$ cat config.mk
export PLATFORM = sky130hd
export DESIGN_NAME = delimited_length_frame_parser
export DESIGN_NICKNAME = d
export VERILOG_FILES = /design/src/hdl/dlfp_pkg.sv /design/src/hdl/delimited_length_frame_parser.sv /design/src/hdl/dlfp_core.sv /design/src/hdl/dlfp_obuf.sv
export SDC_FILE = /design/constraint.sdc
export NUM_CORES = 1
export LEC_CHECK = 0
export ABC_AREA = 0
export CAP_MARGIN = 25
export CORE_MARGIN = 2
export CORE_UTILIZATION = 58
export CTS_CLUSTER_DIAMETER = 100
export DETAILED_ROUTE_END_ITERATION = 6
export DONT_BUFFER_PORTS = 1
export HOLD_SLACK_MARGIN = 0.1
export PLACE_DENSITY = 0.76
export SLEW_MARGIN = 20
export SYNTH_ARGS = -nofsm -noshare
export SYNTH_HDL_FRONTEND = slang
export SYNTH_SLANG_ARGS = --single-unit
$ cat constraint.sdc
create_clock -name clk -period 2.92 [get_ports clk]
set_input_delay 0.292 -clock clk [delete_from_list [all_inputs] [get_ports clk]]
set_output_delay 0.292 -clock clk [all_outputs]
set_load 0.02 [all_outputs]
$ cat src/hdl/dlfp_pkg.sv
// Shared types and constants for the delimited length frame parser.
// No dependencies; imported by every module of the block.
`default_nettype none

package dlfp_pkg;

    localparam logic [7:0]  START_BYTE      = 8'h3C;  // '<'
    localparam logic [7:0]  BRACE_BYTE      = 8'h7B;  // '{'
    localparam logic [7:0]  END_BYTE        = 8'h3E;  // '>'
    localparam logic [15:0] MAX_PAYLOAD_RST = 16'd8192;

    typedef enum logic [2:0] {
        PH_WAIT = 3'd0,
        PH_HUNT = 3'd1,
        PH_LEN0 = 3'd2,
        PH_LEN1 = 3'd3,
        PH_DATA = 3'd4,
        PH_END  = 3'd5
    } phase_t;

    typedef enum logic [2:0] {
        KIND_PAYLOAD   = 3'd0,
        KIND_OK        = 3'd1,
        KIND_BAD_START = 3'd2,
        KIND_ZERO_LEN  = 3'd3,
        KIND_TOO_LONG  = 3'd4,
        KIND_BAD_END   = 3'd5
    } kind_t;

    typedef struct packed {
        logic       valid;
        kind_t      kind;
        logic [7:0] payload;
    } res_t;

endpackage

`default_nettype wire

$ cat src/hdl/delimited_length_frame_parser.sv
// Top level of the delimited length frame parser: stream ports, config channel.
// Depends on dlfp_pkg, dlfp_core and dlfp_obuf.
//
//  channel   dir  handshake            payload
//  s_axis    in   s_tvalid/s_tready    s_tdata[7:0]  rx_byte
//  m_axis    out  m_tvalid/m_tready    m_tdata[7:0]  payload, m_tuser[2:0] kind
//  cfg       in   cfg_valid/cfg_ready  cfg_data[15:0] max_payload
//
// One byte per cycle; each result is registered in the result buffer before it reaches m_axis.
// The two-entry result buffer sets the rate: s_tready drops only when it is full.
// cfg_ready is always high. Reset returns to waiting for '<', max_payload 8192.
`default_nettype none

module delimited_length_frame_parser
    import dlfp_pkg::*;
(
    input  wire logic        clk,
    input  wire logic        rst_n,
    input  wire logic        s_tvalid,
    output logic             s_tready,
    input  wire logic [7:0]  s_tdata,   // [7:0] rx_byte
    output logic             m_tvalid,
    input  wire logic        m_tready,
    output logic [7:0]       m_tdata,   // [7:0] payload
    output logic [2:0]       m_tuser,   // [2:0] kind
    input  wire logic        cfg_valid,
    output logic             cfg_ready,
    input  wire logic [15:0] cfg_data
);

    res_t  res;
    kind_t out_kind;
    logic  accept;

    assign cfg_ready = 1'b1;
    assign accept    = s_tvalid && s_tready;   // input transaction
    assign m_tuser   = out_kind;

    dlfp_core u_core (
        .clk      (clk),
        .rst_n    (rst_n),
        .accept   (accept),
        .rx_byte  (s_tdata),
        .cfg_we   (cfg_valid && cfg_ready),
        .cfg_data (cfg_data),
        .res      (res)
    );

    dlfp_obuf u_obuf (
        .clk         (clk),
        .rst_n       (rst_n),
        .in_res      (res),
        .room        (s_tready),
        .out_valid   (m_tvalid),
        .out_ready   (m_tready),
        .out_kind    (out_kind),
        .out_payload (m_tdata)
    );

endmodule

`default_nettype wire

$ cat src/hdl/dlfp_core.sv
// Frame parser state machine: phase, length tracking and max_payload register.
// Depends on dlfp_pkg; produces at most one result per accepted byte.
`default_nettype none

module dlfp_core
    import dlfp_pkg::*;
(
    input  wire logic        clk,
    input  wire logic        rst_n,
    input  wire logic        accept,
    input  wire logic [7:0]  rx_byte,
    input  wire logic        cfg_we,
    input  wire logic [15:0] cfg_data,
    output res_t             res
);

    phase_t      phase_reg, phase_next;
    logic [7:0]  low_len_reg, low_len_next;
    logic [15:0] rem_reg, rem_next;
    logic [15:0] max_reg;
    logic [15:0] len;
    logic [15:0] rem_dec;
    logic        is_brace;

    assign is_brace = (rx_byte == BRACE_BYTE);
    assign len      = is_brace ? {8'h00, low_len_reg} : {rx_byte, low_len_reg};
    assign rem_dec  = (rem_reg != 16'd0) ? (rem_reg - 16'd1) : rem_reg;

    // next state
    always_comb
    begin
        phase_next   = phase_reg;
        low_len_next = low_len_reg;
        rem_next     = rem_reg;
        case (phase_reg)
            PH_WAIT:
            begin
                phase_next = (rx_byte == START_BYTE) ? PH_LEN0 : PH_HUNT;
            end
            PH_HUNT:
            begin
                if (rx_byte == START_BYTE)
                begin
                    phase_next = PH_LEN0;
                end
            end
            PH_LEN0:
            begin
                low_len_next = rx_byte;
                phase_next   = PH_LEN1;
            end
            PH_LEN1:
            begin
                if (len == 16'd0 || len > max_reg)
                begin
                    phase_next = PH_HUNT;
                end
                else if (is_brace)
                begin
                    // brace is the first payload byte
                    rem_next   = len - 16'd1;
                    phase_next = (len == 16'd1) ? PH_END : PH_DATA;
                end
                else
                begin
                    rem_next   = len;
                    phase_next = PH_DATA;
                end
            end
            PH_DATA:
            begin
                rem_next = rem_dec;
                if (rem_dec == 16'd0)
                begin
                    phase_next = PH_END;
                end
            end
            PH_END:
            begin
                phase_next = (rx_byte == END_BYTE) ? PH_WAIT : PH_HUNT;
            end
            default:
            begin
                phase_next = PH_HUNT;
            end
        endcase
    end

    // result for this byte
    always_comb
    begin
        res = '{valid: 1'b0, kind: KIND_PAYLOAD, payload: 8'h00};
        case (phase_reg)
            PH_WAIT:
            begin
                if (rx_byte != START_BYTE)
                begin
                    res.valid = 1'b1;
                    res.kind  = KIND_BAD_START;
                end
            end
            PH_LEN1:
            begin
                if (len == 16'd0)
                begin
                    res.valid = 1'b1;
                    res.kind  = KIND_ZERO_LEN;
                end
                else if (len > max_reg)
                begin
                    res.valid = 1'b1;
                    res.kind  = KIND_TOO_LONG;
                end
                else if (is_brace)
                begin
                    res.valid   = 1'b1;
                    res.payload = rx_byte;
                end
            end
            PH_DATA:
            begin
                res.valid   = 1'b1;
                res.payload = rx_byte;
            end
            PH_END:
            begin
                res.valid = 1'b1;
                res.kind  = (rx_byte == END_BYTE) ? KIND_OK : KIND_BAD_END;
            end
            default:
            begin
                res.valid = 1'b0;
            end
        endcase
        res.valid = res.valid & accept;
    end

    always_ff @(posedge clk or negedge rst_n)
    begin
        if (!rst_n)
        begin
            phase_reg   <= PH_WAIT;
            low_len_reg <= 8'h00;
            rem_reg     <= 16'd0;
            max_reg     <= MAX_PAYLOAD_RST;
        end
        else
        begin
            if (accept)
            begin
                phase_reg   <= phase_next;
                low_len_reg <= low_len_next;
                rem_reg     <= rem_next;
            end
            if (cfg_we)
            begin
                max_reg <= cfg_data;
            end
        end
    end

endmodule

`default_nettype wire

$ cat src/hdl/dlfp_obuf.sv
// Two-entry result buffer between the parser and the master stream side.
// Depends on dlfp_pkg for the result struct.
`default_nettype none

module dlfp_obuf
    import dlfp_pkg::*;
(
    input  wire logic       clk,
    input  wire logic       rst_n,
    input  res_t            in_res,
    output logic            room,
    output logic            out_valid,
    input  wire logic       out_ready,
    output kind_t           out_kind,
    output logic [7:0]      out_payload
);

    logic [1:0] count_reg, count_next;
    res_t       ent0_reg, ent0_next;
    res_t       ent1_reg, ent1_next;
    logic       push, pop;

    assign push        = in_res.valid;
    assign pop         = out_valid && out_ready;
    assign room        = (count_reg != 2'd2);
    assign out_valid   = (count_reg != 2'd0);
    assign out_kind    = ent0_reg.kind;
    assign out_payload = ent0_reg.payload;

    always_comb
    begin
        count_next = count_reg;
        ent0_next  = ent0_reg;
        ent1_next  = ent1_reg;
        case (count_reg)
            2'd0:
            begin
                if (push)
                begin
                    ent0_next  = in_res;
                    count_next = 2'd1;
                end
            end
            2'd1:
            begin
                if (push && pop)
                begin
                    ent0_next = in_res;
                end
                else if (push)
                begin
                    ent1_next  = in_res;
                    count_next = 2'd2;
                end
                else if (pop)
                begin
                    count_next = 2'd0;
                end
            end
            2'd2:
            begin
                if (pop)
                begin
                    ent0_next  = ent1_reg;
                    count_next = 2'd1;
                end
            end
            default:
            begin
                count_next = 2'd0;
            end
        endcase
    end

    always_ff @(posedge clk or negedge rst_n)
    begin
        if (!rst_n)
        begin
            count_reg <= 2'd0;
        end
        else
        begin
            count_reg <= count_next;
        end
    end

    always_ff @(posedge clk)
    begin
        ent0_reg <= ent0_next;
        ent1_reg <= ent1_next;
    end

    a_count_range: assert property (@(posedge clk) disable iff (!rst_n)
        count_reg != 2'd3)
        else $error("result buffer count out of range");

    a_no_push_full: assert property (@(posedge clk) disable iff (!rst_n)
        !(push && count_reg == 2'd2))
        else $error("result pushed into full buffer");

    a_head_held: assert property (@(posedge clk) disable iff (!rst_n)
        out_valid && !out_ready |=> out_valid && $stable(out_kind) && $stable(out_payload))
        else $error("stalled result changed");

    a_second_moves_up: assert property (@(posedge clk) disable iff (!rst_n)
        count_reg == 2'd2 && pop |=> out_payload == $past(ent1_reg.payload))
        else $error("second entry not moved to head");

endmodule

`default_nettype wire

Word-level counts from Yosys, hierarchy flattened
Index checks and enable logic that the tools add are counted.
- flip-flop bits (word level): 67
- bits in latches: 0
- RAM bits: 0
- ROM bits: 0
- input bits: 29
- memories kept: 0
- add/subtract/negate cells: 2
- multipliers: 0
- div/mod/pow operators: 0
- $lt $le $gt $ge: 1
- equal/unequal tests: 21
- shifts and indexed selects: 0
- muxes and demuxes: 35
- bitwise logic cells: 2
- reductions and logical operators: 19
- operator list (cell ; count):
    $mux W16 ; 4
    $mux W11 ; 3
    $pmux W11 S3 ; 1
    $logic_not A16 Y1 ; 2
    $pmux W16 S2 ; 1
    $sub A16 B1 Y16 const B ; 2
    $mux W8 ; 3
    $mux W3 ; 6
    $pmux W3 S6 ; 1
    $eq A16 B1 Y1 const B ; 1
    $eq A8 B6 Y1 const B ; 2
    $gt A16 B16 Y1 ; 1
    $pmux W8 S2 ; 1
    $reduce_bool A16 Y1 ; 1
    $mux W2 ; 6
    $ne A2 B1 Y1 const B ; 5
    $pmux W3 S3 ; 1
    $reduce_and A3 Y1 ; 3
    $eq A8 B7 Y1 const B ; 1
    $mux W4 ; 2
    $ne A8 B6 Y1 const B ; 1
    $reduce_and A4 Y1 ; 2
    $eq A3 B2 Y1 const B ; 2
    $eq A3 B3 Y1 const B ; 2
    other kinds (18) ; 26

Longest topological paths before layout
- word-level depth: 10
- depth in mapped cells: 16
- gate-level depth less buffers: 13

By module
A second synthesis with hierarchy kept.
- cell total of the unflattened synthesis: 447
- area total of the unflattened synthesis: 4194.0 µm²
- modules (own cells, without submodules) (module ; times used ; cells an instance ; area an instance (µm²) ; sequential area each (µm²)):
    dlfp_core ; 1 ; 396 ; 3239.4 ; 1077.3
    dlfp_obuf ; 1 ; 48 ; 937.1 ; 710.7
    delimited_length_frame_parser ; 1 ; 3 ; 17.5 ; 0.0

Worst setup path after synthesis
OpenSTA, ideal clock, no wires.
- path kind: input to register
- start point: in s_tdata[2]
- end point: reg u_obuf.ent1_reg[0] (netlist name), enable pin
- library setup time: 393 ps
- arrival time: 3349 ps
- setup slack: -822 ps
- cell stages on the path: 13
- buffers on the path: 2
- cells stage by stage: buf_2 > and3b_1 > nand3_1 > clkbuf_1 > and2_1 > ha_1 > and4_1 > o2111ai_1 > a21oi_1 > a211oi_2 > nor2_2 > a31oi_2 > nor3_1
- word-level cells in the longest chain between the ends: 10
- elaborated cells on any way between the ends: 14
- those cells by class: order compare: 1; eq/ne: 2; mux: 6; bitwise: 2; reduce/logical: 3
- ends and longest elaborated chain (what ; RTL line ; RTL):
    start: declaration ; delimited_length_frame_parser.sv:21 ; input wire logic [7:0] s_tdata,
    $eq A8 B7 Y1 ; dlfp_core.sv:25 ; assign is_brace = (rx_byte == BRACE_BYTE);
    $mux W16 ; dlfp_core.sv:26 ; assign len = is_brace ? {8'h00, low_len_reg} : {rx_byte, low_len_reg};
    $gt A16 B16 Y1 ; dlfp_core.sv:109 ; else if (len > max_reg)
    $mux W1 ; dlfp_core.sv:109 ;
    $mux W4 ; dlfp_core.sv:104 ; if (len == 16'd0)
    $pmux W1 S3 * ; dlfp_core.sv:93 ; case (phase_reg)
    $and A1 B1 Y1 * ; dlfp_core.sv:135 ; res.valid = res.valid & accept;
    $logic_and A1 B1 Y1 ; dlfp_obuf.sv:46 ; if (push && pop)
    $not A1 Y1 (no source line) ; n/a ;
    $reduce_and A3 Y1 (no source line) * ; n/a ;
    end signal: assignment ; dlfp_obuf.sv:90 ; ent1_reg <= ent1_next;
    end: declaration ; dlfp_obuf.sv:20 ; res_t ent1_reg, ent1_next;
Every way passes the cells marked *; elsewhere a longest branch is shown, timed or not.
A chain may end at the register's enable or synchronous reset.

Worst setup path after layout
- start point: reg u_core.rem_reg[0]
- end point: reg u_core.phase_reg[0]
- word-level cells in the longest chain between the ends: 5
- elaborated cells on any way between the ends: 6
- those cells by class: add/sub: 1; eq/ne: 1; mux: 1; reduce/logical: 3
- ends and longest elaborated chain (what ; RTL line ; RTL):
    start: declaration ; dlfp_core.sv:19 ; logic [15:0] rem_reg, rem_next;
    start signal: assignment ; dlfp_core.sv:153 ; rem_reg <= rem_next;
    $sub A16 B1 Y16 / $reduce_bool A16 Y1 (equally long branches) ; dlfp_core.sv:27 ; assign rem_dec = (rem_reg != 16'd0) ? (rem_reg - 16'd1) : rem_reg;
    $mux W16 * ; dlfp_core.sv:27 ;
    $logic_not A16 Y1 * ; dlfp_core.sv:73 ; if (rem_dec == 16'd0)
    $ne A2 B1 Y1 (no source line) * ; n/a ;
    $reduce_and A3 Y1 (no source line) * ; n/a ;
    end signal: assignment ; dlfp_core.sv:151 ; phase_reg <= phase_next;
    end: declaration ; dlfp_core.sv:17 ; phase_t phase_reg, phase_next;
Marks and branches as above.

==> results.yml <==
flow_run:
  maxCapViolCount: 0
cts:
  cts-buffers-inserted: 9
  clk_pin_slew_worst_paths_ps: 80
  cts.sinks: 67
  cts_root_buf: "clkbuf_8"
  cts_tree: "built"
  clock_latency_ps: 350
  max-clock-path-buffers: 2
  htree_levels: 3
power_and_ir_drop:
  combPwrFrac: 0.355
  clkPwrFrac: 0.228
  p_per_area_nw_per_um2: 863
  irDropWorstVdd_v: 0.000473
  p_leak_nw: 2.04
  p_sw_mw: 1.68
  intPower_mw: 2.58
  switching_share: 0.395
  power.share.sequential: 0.417
timing:
  relSlewSlack: 0.480
  tns_ps: 0
  hold_viol_final: 0
  drv_slew: 0
  period_minus_slack_ps: 2770
  worst_slew_pin_slew_ps: 778
  clock_skew_ps: 10.1
  fin_ws_ps: 149
  period_share: 0.949
  max_freq_mhz: 361
  rsz0062_at_grt: "false"
  setup_viol: 0
drt:
  wirelength_um: 10400
  via_per_inst: 6.15
  drt_iter0_markers: 341
  drtAntennaViolNets: 0
  wl_per_cell_um: 18.3
  drc: 0
  vias: 3502
  first_pass_iters: 6
synthesis:
  synth_common_cells: "47 x nand2_1, 44 x dfrtp_1, 33 x nor2_1"
  syn_avg_cell_area_sq_um: 9.49
  synth_edf_count: 22
  yosysMostFrequentCell: "nand2_1"
  async_flop_share: 0.672
  synth-seq-area-share: 0.435
  yosys.area.top_type: "dfrtp_1"
  synth_area_leaders: "dfrtp_1 27%, edfxtp_1 16%, ha_1 5.5%"
  synth-seq-cells: 67
  synthCells: 433
  yosysWarnings: 0
  ys.flop_type: "dfrtp_1"
  synth_cell_types: 65
  mappedNetlistNets: 480
  synth_top_area_frac: 0.268
  netlist_area_sq_um: 4110
worst_setup_path:
  crit_buf_inv: 1
  r2r_cells: 10
  crit_chain: "inv_2, ha_1, or3b_4, nor3_2, nand2_1, or3_1, or3_4, xor2_2, a31oi_1, a211oi_1"
  slowest_stage: "dfrtp_1"
  r2r_slack_ps: 150
  crit_path_end_kind: "flip-flop"
  start_kind: "flip-flop"
  timing.rr.end: "u_core.phase_reg[0]$_DFFE_PN0P_"
  critPathKind: "flip-flop to flip-flop"
  worst_ep_required_time_ps: 3170
  max_stage_delay_ps: 440
  critical_path.max_fanout: 5
  worstPathArrival_ps: 3020
  crit_family: "simple AND/OR/NAND/NOR gates"
  r2r_start: "u_core.rem_reg[0]$_DFFE_PN0P_"
finish:
  n_antenna_cell: 0
  finish.net_count: 515
  syn2layout_area_growth_pct: 20.1
  layout-drive-gt1-share: 0.173
  final_area_sq_um: 4930
grt:
  grt_pass1_wl_um: 17000
  antenna_found_initial: 0
  track_usage: 0.284
  grt_start_max_net_pins: 46
  grt-ovfl-total: 0
  grt_pass1_vias: 3453
place:
  globalplace.congestion: 0.858
  dpl.hpwl_um: 6910
  place_ws_ps: -44.9
  io_buffers: 0
  placed_cell_area_sq_um: 4340
floorplanning:
  die_w_um: 88.2
  die_h_um: 88.2
  dieArea_sq_um: 7780
  core_area_sq_um: 6830
  start_util: 0.602
  ios: 43
  placementRows: 30
min_path:
  min_path_type: "primary input to flip-flop"
  holdPathStages: 2
  hold_path_end: "u_core.phase_reg[2]$_DFFE_PN0P_"
  hold_path.startpoint: "s_tvalid"
run_status:
  status: "finished clean"
[timing repair]
item / in CTS / in global routing
hold endpoints to repair: 71 / 1
gates resized for setup: 0 / 3
endpoints found under the setup margin: 0 / 2
buffers inserted: 0 / 2
hold buffers: 29 / 1
[routing by layer]
| metal | track usage | share of wire | vias up | routed length [um] |
|---|---|---|---|---|
| met5 | 0 | 0 | - | 0 |
| li1 | - | - | 1643 | - |
| met3 | 0.0603 | 0.062 | 24 | 641 |
| met1 | 0.375 | 0.42 | 1690 | 4410 |
| met4 | 0.105 | 0.025 | 0 | 258 |
| met2 | 0.462 | 0.49 | 145 | 5090 |
[metrics by stage]
step                      utilization  total power [mW]  cells  hold slack [ps]
after CTS                       0.717              4.19    566              101
after detailed placement        0.636              3.15    521            -1.96
after global placement          0.636              3.09    521            -1.64
after floorplan                     -              2.78    433            -3.59
after global routing            0.722              4.50    569              141
final                           0.722              4.26    569              148
[power groups by stage]
stage	Combinational [mW]	Clock, mW	Sequential [mW]
floorplan	1.17	0	1.61
global placement	1.34	0	1.75
detailed placement	1.39	0	1.77
CTS	1.46	0.979	1.75
global route	1.67	1.01	1.82
finish	1.51	0.972	1.78
[placed cells by master (no fill, tap or decap), types with 5 or more instances in the layout]
master / instances
dfrtp_1: 44
ha_1: 17
nand4_1: 10
a21o_1: 9
mux2_2: 15
nor3_1: 8
nand3_1: 8
and2_1: 6
nand2_1: 47
buf_4: 15
a21oi_1: 29
o21ai_0: 25
nor2_1: 32
dlygate4sd3_1: 29
o22ai_1: 6
inv_1: 21
mux2_1: 6
clkbuf_8: 10
nor4_1: 7
o31ai_1: 5
nand2b_1: 6
xor2_1: 7
edfxtp_1: 22
[cell families after synthesis]
family                     Yosys count  synth area share
and+or+nand+nor                    160             0.202
AOI/OAI and AO/OA                  108             0.175
DFF                                 67             0.435
buffers and inverters               45            0.0451
muxes                               21            0.0575
adders and majority gates           18            0.0548
xor gates and xnor gates            13            0.0295
other                                1          0.000912
[layout make-up]
| class | instances | area [sq um] |
|---|---|---|
| sequential | 67 | 1790 |
| inverter | 22 | 82.6 |
| clock inverter | 6 | 111 |
| multi-input combinational | 321 | 2220 |
| fill | 493 | 1900 |
| timing repair buffer | 47 | 470 |
| tap | 96 | 120 |
| clock buffer | 10 | 138 |
[how the worst max path moves through the flow]
stage / from / to / slack, ps / cells after the start
after detailed placement: s_tdata[7] / u_core.rem_reg[12]$_DFFE_PN0P_ / -40 / 12
after CTS: u_core.rem_reg[0]$_DFFE_PN0P_ / u_core.phase_reg[0]$_DFFE_PN0P_ / 170 / 10
final: u_core.rem_reg[0]$_DFFE_PN0P_ / u_core.phase_reg[0]$_DFFE_PN0P_ / 150 / 10
after global routing: u_core.max_reg[13]$_DFFE_PN1P_ / u_core.rem_reg[6]$_DFFE_PN0P_ / 0.4 / 12
after floorplan: s_tdata[2] / u_obuf.out_kind[0]$_DFFE_PP_ / -150 / 14
after global placement: s_tdata[7] / u_core.rem_reg[12]$_DFFE_PN0P_ / 7 / 12
No activity file was read; power rests on OpenSTA's default activity.
